$ cat config.mk
export PLATFORM = sky130hd
export DESIGN_NAME = intercom_frame_receiver_autoopen
export DESIGN_NICKNAME = d
export VERILOG_FILES = /design/src/rtl/icfr_pkg.sv /design/src/rtl/intercom_frame_receiver_autoopen.sv
export SDC_FILE = /design/constraint.sdc
export NUM_CORES = 1
export LEC_CHECK = 0
export ABC_CLOCK_PERIOD_IN_PS = 7100
export BUFFER_PORTS_ARGS = -buffer_cell sky130_fd_sc_hd__buf_4
export CORE_MARGIN = 1
export CORE_UTILIZATION = 60
export DETAILED_ROUTE_END_ITERATION = 7
export HOLD_SLACK_MARGIN = 0.08
export PLACE_DENSITY = 0.8
export SLEW_MARGIN = 0
export SYNTH_ARGS = -nofsm -noshare
export SYNTH_HDL_FRONTEND = slang
export SYNTH_SLANG_ARGS = --single-unit
$ cat constraint.sdc
create_clock -name clk_i -period 7.1 [get_ports clk_i]
set_input_delay 1.42 -clock clk_i [delete_from_list [all_inputs] [get_ports clk_i]]
set_output_delay 1.42 -clock clk_i [all_outputs]
set_load 0.02 [all_outputs]
$ cat src/rtl/icfr_pkg.sv
package icfr_pkg;

  // Request kinds on the input channel.
  localparam logic [1:0] ReqRxByte = 2'd0;
  localparam logic [1:0] ReqTick   = 2'd1;
  localparam logic [1:0] ReqSend   = 2'd2;

  // Message codes that the endpoint reacts to.
  localparam logic [5:0] CodeOpenDoor        = 6'd16;
  localparam logic [5:0] CodeCallSecondary   = 6'd19;
  localparam logic [5:0] CodeCallEntry       = 6'd48;
  localparam logic [5:0] CodeCallEntryScreen = 6'd50;

  // Configuration register indexes.
  localparam logic [1:0] CfgOwnAddress  = 2'd0;
  localparam logic [1:0] CfgReopenWin   = 2'd1;
  localparam logic [1:0] CfgOpenDelay   = 2'd2;

  // Reset values of the configuration registers.
  localparam logic [7:0]  OwnAddressRst = 8'd12;
  localparam logic [15:0] ReopenWinRst  = 16'd60000;
  localparam logic [15:0] OpenDelayRst  = 16'd2500;

  localparam logic [15:0] MsSatValue = 16'hFFFF;

  typedef enum logic [1:0] {
    EvNone       = 2'd0,
    EvRing       = 2'd1,
    EvRingNotice = 2'd2,
    EvTx         = 2'd3
  } ev_e;

  // One queued result record: either a single frame report or a
  // three-byte transmission that the output side walks through.
  typedef struct packed {
    ev_e        ev;
    logic [5:0] code;
    logic [7:0] addr;
    logic       is_frame;
  } rec_t;

  // Number of set bits in a byte.
  function automatic logic [3:0] pop8(input logic [7:0] v);
    logic [3:0] n;
    n = 4'd0;
    for (int i = 0; i < 8; i++) begin
      n = n + {3'd0, v[i]};
    end
    return n;
  endfunction

endpackage

$ cat src/rtl/intercom_frame_receiver_autoopen.sv
// A result is written into the result queue when its request is accepted and is offered
// from there. One request per cycle while the queue is not full; a transmission holds the
// output port for its three bytes, one byte per output transfer, before the next record.
// A two-entry result queue lets requests be accepted while a result waits to be taken.
// Reset: configuration returns to address 12, window 60000 ms and delay 2500 ms;
// the frame assembler, opening timer, delay timer and result queue are cleared.
module intercom_frame_receiver_autoopen
  import icfr_pkg::*;
(
  input  logic        clk_i,
  input  logic        rst_ni,
  // Request channel
  input  logic        in_valid_i,
  output logic        in_stall_o,
  input  logic [1:0]  req_type_i,
  input  logic [7:0]  rx_byte_i,
  input  logic [5:0]  local_code_i,
  // Result channel
  output logic        out_valid_o,
  input  logic        out_stall_i,
  output logic [1:0]  event_res_o,
  output logic [5:0]  frame_code_o,
  output logic [7:0]  frame_address_o,
  output logic [7:0]  tx_byte_o,
  output logic        last_o,
  // Configuration write channel
  input  logic        cfg_valid_i,
  output logic        cfg_ready_o,
  input  logic [1:0]  cfg_index_i,
  input  logic [15:0] cfg_data_i
);

  // Configuration registers.
  logic [7:0]  own_address_q;
  logic [15:0] reopen_window_q;
  logic [15:0] open_delay_q;

  // Endpoint state.
  logic [1:0]  byte_pos_q, byte_pos_d;
  logic [7:0]  first_byte_q, first_byte_d;
  logic [7:0]  second_byte_q, second_byte_d;
  logic        opened_q, opened_d;
  logic [15:0] ms_since_open_q, ms_since_open_d;
  logic        delay_pending_q, delay_pending_d;
  logic [15:0] delay_remaining_q, delay_remaining_d;

  // Result queue.
  rec_t        rec_q [2];
  logic        wr_ptr_q, rd_ptr_q;
  logic [1:0]  cnt_q;
  logic [1:0]  idx_q;

  logic        in_fire;
  logic        out_fire;
  logic        pop;
  logic        push;
  rec_t        push_rec;
  rec_t        head;

  // Frame decode of the third byte.
  logic [5:0]  rx_code;
  logic [7:0]  rx_addr;
  logic [3:0]  rx_sum;
  logic        rx_ok;

  assign cfg_ready_o = 1'b1;
  assign in_stall_o  = (cnt_q == 2'd2);
  assign in_fire     = in_valid_i && !in_stall_o;

  assign rx_code = {second_byte_q[3:0], first_byte_q[7:6]};
  assign rx_addr = {rx_byte_i[3:0], second_byte_q[7:4]};
  assign rx_sum  = pop8({2'b00, rx_code}) + pop8(rx_addr);
  assign rx_ok   = (rx_code != 6'd0) && (rx_sum == rx_byte_i[7:4]);

  // Request processing: state update and the record to queue, if any.
  always_comb begin
    byte_pos_d        = byte_pos_q;
    first_byte_d      = first_byte_q;
    second_byte_d     = second_byte_q;
    opened_d          = opened_q;
    ms_since_open_d   = ms_since_open_q;
    delay_pending_d   = delay_pending_q;
    delay_remaining_d = delay_remaining_q;
    push              = 1'b0;
    push_rec          = '{ev: EvNone, code: rx_code, addr: rx_addr, is_frame: 1'b0};

    unique case (req_type_i)
      ReqRxByte: begin
        if (byte_pos_q == 2'd0) begin
          first_byte_d = rx_byte_i;
          byte_pos_d   = 2'd1;
        end else if (byte_pos_q == 2'd1) begin
          second_byte_d = rx_byte_i;
          byte_pos_d    = 2'd2;
        end else begin
          byte_pos_d = 2'd0;
          if (rx_ok) begin
            push = 1'b1;
            if (rx_addr == own_address_q) begin
              if (rx_code == CodeCallSecondary || rx_code == CodeCallEntry) begin
                push_rec.ev = EvRing;
              end else if (rx_code == CodeCallEntryScreen) begin
                if (opened_q && (ms_since_open_q < reopen_window_q)) begin
                  delay_pending_d   = 1'b1;
                  delay_remaining_d = open_delay_q;
                end else begin
                  push_rec.ev = EvRingNotice;
                end
              end else if (rx_code == CodeOpenDoor) begin
                opened_d        = 1'b1;
                ms_since_open_d = 16'd0;
              end
            end
          end
        end
      end
      ReqTick: begin
        if (opened_q && (ms_since_open_q != MsSatValue)) begin
          ms_since_open_d = ms_since_open_q + 16'd1;
        end
        if (delay_pending_q) begin
          if (delay_remaining_q <= 16'd1) begin
            delay_pending_d   = 1'b0;
            delay_remaining_d = 16'd0;
            push              = 1'b1;
            push_rec          = '{ev: EvTx, code: CodeOpenDoor, addr: own_address_q,
                                  is_frame: 1'b1};
          end else begin
            delay_remaining_d = delay_remaining_q - 16'd1;
          end
        end
      end
      ReqSend: begin
        if (local_code_i != 6'd0) begin
          push     = 1'b1;
          push_rec = '{ev: EvTx, code: local_code_i, addr: own_address_q, is_frame: 1'b1};
          if (local_code_i == CodeOpenDoor) begin
            opened_d        = 1'b1;
            ms_since_open_d = 16'd0;
          end
        end
      end
      default: begin
        // Unknown request kind: nothing happens.
      end
    endcase
  end

  // Configuration registers.
  always_ff @(posedge clk_i or negedge rst_ni) begin
    if (!rst_ni) begin
      own_address_q   <= OwnAddressRst;
      reopen_window_q <= ReopenWinRst;
      open_delay_q    <= OpenDelayRst;
    end else if (cfg_valid_i && cfg_ready_o) begin
      unique case (cfg_index_i)
        CfgOwnAddress: own_address_q   <= cfg_data_i[7:0];
        CfgReopenWin:  reopen_window_q <= cfg_data_i;
        CfgOpenDelay:  open_delay_q    <= cfg_data_i;
        default: begin
        end
      endcase
    end
  end

  // Endpoint state registers.
  always_ff @(posedge clk_i or negedge rst_ni) begin
    if (!rst_ni) begin
      byte_pos_q        <= 2'd0;
      first_byte_q      <= 8'd0;
      second_byte_q     <= 8'd0;
      opened_q          <= 1'b0;
      ms_since_open_q   <= 16'd0;
      delay_pending_q   <= 1'b0;
      delay_remaining_q <= 16'd0;
    end else if (in_fire) begin
      byte_pos_q        <= byte_pos_d;
      first_byte_q      <= first_byte_d;
      second_byte_q     <= second_byte_d;
      opened_q          <= opened_d;
      ms_since_open_q   <= ms_since_open_d;
      delay_pending_q   <= delay_pending_d;
      delay_remaining_q <= delay_remaining_d;
    end
  end

  // Output side: the head record, walked byte by byte for a transmission.
  assign head        = rec_q[rd_ptr_q];
  assign out_valid_o = (cnt_q != 2'd0);
  assign out_fire    = out_valid_o && !out_stall_i;
  assign last_o      = !head.is_frame || (idx_q == 2'd2);
  assign pop         = out_fire && last_o;

  assign event_res_o     = head.ev;
  assign frame_code_o    = head.code;
  assign frame_address_o = head.addr;

  always_comb begin
    logic [3:0] sum;
    sum = pop8({2'b00, head.code}) + pop8(head.addr);
    if (!head.is_frame) begin
      tx_byte_o = 8'd0;
    end else begin
      unique case (idx_q)
        2'd0:    tx_byte_o = {head.code[1:0], 6'd0};
        2'd1:    tx_byte_o = {head.addr[3:0], head.code[5:2]};
        default: tx_byte_o = {sum, head.addr[7:4]};
      endcase
    end
  end

  // Queue payload needs no reset.
  always_ff @(posedge clk_i) begin
    if (in_fire && push) begin
      rec_q[wr_ptr_q] <= push_rec;
    end
  end

  // Queue pointers, fill count and byte index.
  always_ff @(posedge clk_i or negedge rst_ni) begin
    if (!rst_ni) begin
      wr_ptr_q <= 1'b0;
      rd_ptr_q <= 1'b0;
      cnt_q    <= 2'd0;
      idx_q    <= 2'd0;
    end else begin
      if (in_fire && push) begin
        wr_ptr_q <= !wr_ptr_q;
      end
      if (pop) begin
        rd_ptr_q <= !rd_ptr_q;
        idx_q    <= 2'd0;
      end else if (out_fire) begin
        idx_q <= idx_q + 2'd1;
      end
      cnt_q <= cnt_q + {1'b0, (in_fire && push)} - {1'b0, pop};
    end
  end

  // The queue never holds more than two records.
  assert property (@(posedge clk_i) disable iff (!rst_ni) cnt_q <= 2'd2)
    else $error("result queue overflow");

  // Requests are only held back while results are waiting.
  assert property (@(posedge clk_i) disable iff (!rst_ni) in_stall_o |-> out_valid_o)
    else $error("request stalled with an empty result queue");

  // A non-zero byte index only occurs while a transmission is at the head.
  assert property (@(posedge clk_i) disable iff (!rst_ni)
                   (idx_q != 2'd0) |-> (out_valid_o && head.is_frame))
    else $error("byte index set without a transmission at the head");

  // Fill count and pointers agree.
  assert property (@(posedge clk_i) disable iff (!rst_ni)
                   (cnt_q == 2'd1) |-> (wr_ptr_q != rd_ptr_q))
    else $error("queue pointers inconsistent with fill count");

endmodule

==> metrics.csv <==
stage;metric;value;unit
cells_and_area;share of post-route cells with drive strength above 1;0.254;
worst_hold_path;hold path startpoint;byte_pos_q[0]$_DFFE_PN0P_;
clock_tree;clock sink total;126;
synth;Post-synth EDFFs;34;
placed_design;buffers added on ports;65;
global_route;largest net degree at the start of global routing;72;
clock_tree;H-tree depth;4;
floorplan;number of primary I/O pins;67;
synth;post-synthesis sequential area ratio;0.457;
timing;max_slew headroom;0.399;
synth;Synth Cell Area;7300;µm²
timing;skew final;8.89;ps
pwr;PD cells;493;nW/µm²
pwr;switching part of the total power;0.399;
detailed_routing;DRT antenna net count;0;
synth;Mapped Avg Cell Area;10.8;µm²
global_route;vias in the first global route;5525;
timing;Pins Over Slew Limit;0;
synth;syn nets;768;
pwr;Leak;3.74;nW
critical_path;type of origin of the critical path;flip-flop;
timing;Final Critical Period;6400;ps
global_route;gr ovfl total;0;
pwr;Combinational Power Share;0.504;
floorplan;std cell rows;39;
detailed_routing;First-pass DRT Iterations;7;
placed_design;routability congestion estimate;0.906;
clock_tree;CTS clock-pin slew for the worst setup and hold paths;60;ps
timing;RSZ-0062 raised after global routing;no;
timing;slew at the pin closest to its max-slew limit;900;ps
clock_tree;post_cts resized;0;
cells_and_area;fin area;8580;µm²
worst_hold_path;Hold Crit Class;flip-flop to flip-flop;
timing;final setup fails;0;
clock_tree;CTS tree;built;
critical_path;crit path from;rd_ptr_q$_DFFE_PN0P_;
floorplan;die height;112;µm
timing;fmax;156;MHz
clock_tree;postcts setup bufs;0;
clock_tree;clk root buf;clkbuf_16;
critical_path;RR Startpoint;first_byte_q[7]$_DFFE_PN0P_;
run;max_cap viols;0;
synth;Synth area leaders;dfrtp_1 (27%), edfxtp_1 (14%), mux2_2 (9.9%), ha_1 (5.7%), dfstp_2 (5.0%);
pwr;sequential power share;0.262;
global_route;first-pass GRT wire length;27800;µm
synth;Syn. warnings;0;
floorplan;Starting Density;0.626;
global_route;total track usage;0.288;
synth;Netlist cell types;66;
pwr;cell-internal power;2.54;mW
synth;largest area contributor in the netlist;dfrtp_1;
critical_path;critical path type;flip-flop to output pin;
synth;synth cell count leaders;dfrtp_1 (78), mux2_2 (64), inv_1 (62), nand2_1 (55), nor2_1 (38);
detailed_routing;wire per inst;18.9;µm
clock_tree;Skew-Pair Late Insertion Delay;430;ps
cells_and_area;Net count, final;833;
placed_design;post-DP HPWL;12100;µm
clock_tree;CTS max path bufs;2;
critical_path;critical path required time;5680;ps
pwr;Clk pwr share;0.233;
detailed_routing;vias per std cell;6.18;
synth;Primary FF master, synth;dfrtp_1;
pwr;P_sw;1.69;mW
floorplan;Core Region;11700;µm²
synth;most frequent cell after synthesis;dfrtp_1;
floorplan;DIE AREA;12600;µm²
floorplan;die width;112;µm
global_route;initial antenna violation count;0;
timing;Hold Worst Slack;497;ps
timing;Final period util;0.901;
detailed_routing;1st-iter DRT viols;423;
synth;Gate Count Post-Synth;678;
detailed_routing;via count;5557;
pwr;VDD IR max;0.419;mV
synth;Yosys reg bits;126;
critical_path;Crit Path Max Fanout;18;
clock_tree;Num CTS Buffers;17;
clock_tree;hold_buf cts;0;
detailed_routing;final wirelength;17000;µm
detailed_routing;drt drc;5;
placed_design;placed inst area;7910;µm²
timing;final hold violations;0;
run_status;failing checks;design-rule violations;
critical_path;Worst setup EP type;output pin;
run_status;outcome;finished with violations;
critical_path;WP data arrival;4980;ps
synth;asr flop ratio synth;0.730;
synth;Yosys top cell area share;0.267;
cells_and_area;Layout area overhead;17.5;%
timing;Fin Setup TNS;0;ps
cells_and_area;Inserted Diodes;0;
==> path summary, 6_finish.rpt <==
path,end,slack [ps],cells after the start
worst min register to register,byte_pos_q[0]$_DFFE_PN0P_,500,1
max in group asynchronous,first_byte_q[6]$_DFFE_PN0P_,5010,2
worst max register to register,cnt_q[1]$_DFF_PN0_,1580,19
min in group asynchronous,ms_since_open_q[13]$_DFFE_PN0P_,880,1
worst max-delay path,tx_byte_o[5],700,14
worst min-delay path,byte_pos_q[0]$_DFFE_PN0P_,500,1
==> flip-flops by register name (all words and copies together), names as in the netlist, 2 cells and up <==
signal / count
reopen_window_q: 16
byte_pos_q: 2
first_byte_q: 2
open_delay_q: 16
own_address_q: 8
rec_q: 34
ms_since_open_q: 16
second_byte_q: 8
idx_q: 2
cnt_q: 2
delay_remaining_q: 16
==> logic make-up (layout without fill, tap and decap cells) <==
logic type	after synthesis	count (layout)	share of synthesized area
buf+inv	88	166	0.0478
other cells	1	1	0.000513
compound gates	132	132	0.125
xor+xnor	17	17	0.0204
mux	66	66	0.101
fa+ha+maj	51	51	0.106
simple gates	197	197	0.142
flops	126	126	0.457
==> worst max-delay path, cell delays in order, from the launching register on <==
cell and delay [ps]:
dfrtp_1 800, mux2_2 460, fa_1 550, inv_1 50, fa_1 490, fa_1 500
fa_1 490, inv_1 40, ha_1 190, inv_1 80, fa_1 440, nor3_1 140
a21oi_1 60, nor2_1 100, buf_4 150
==> power by group through the flow <==
stage               combinational [mW]  sequential [mW]  clock, mW
floorplan                         1.55             1.05          0
global placement                  1.87             1.11          0
detailed placement                2.08             1.11          0
CTS                               2.12             1.11      0.994
global route                      2.36             1.13       1.02
finish                            2.14             1.11      0.987
==> area by class of cell <==
cell class                      count  area (µm²)
Clock buffer                       17         425
Clock inverter                     15         243
Fill cell                         753        3080
Inverter                           62         233
Multi-Input combinational cell    464        3620
Sequential cell                   126        3340
Tap cell                          143         179
Timing Repair Buffer               72         541
==> layer usage <==
metal,up-vias,GRT usage,share of wire
li1,2568,-,-
met4,0,0.113,0.021
met1,2727,0.392,0.44
met2,227,0.465,0.48
met3,35,0.0513,0.062
met5,-,0,0
==> metrics by stage <==
step / instances / setup WS [ps] / total power, mW / utilization
after detailed placement: 867 / 703 / 3.20 / 0.678
after floorplan: 678 / 816 / 2.60 / -
final: 899 / 703 / 4.23 / 0.736
after CTS: 899 / 694 / 4.22 / 0.735
after global placement: 867 / 814 / 2.98 / 0.678
after global routing: 899 / 481 / 4.51 / 0.736
==> placed cells by master, fill, tap and decap left out, types with 5 or more instances in the layout <==
master	n
a21o_1	6
buf_4	72
o21ai_0	13
xor2_1	11
fa_1	18
dfstp_2	14
nor4_1	7
a22oi_1	10
a22o_1	9
nand2_1	55
a21oi_1	25
mux2_2	64
clkinvlp_4	5
o221ai_1	11
edfxtp_1	34
nand3_1	20
and3_1	8
o21ai_1	28
nor2_1	38
dfrtp_1	78
a32o_1	5
ha_1	33
clkbuf_16	17
nor3_1	15
nand3b_1	9
inv_1	62
nand2b_1	8
xnor2_1	6
bufinv_16	6
No activity file was read; power rests on OpenSTA's default activity.
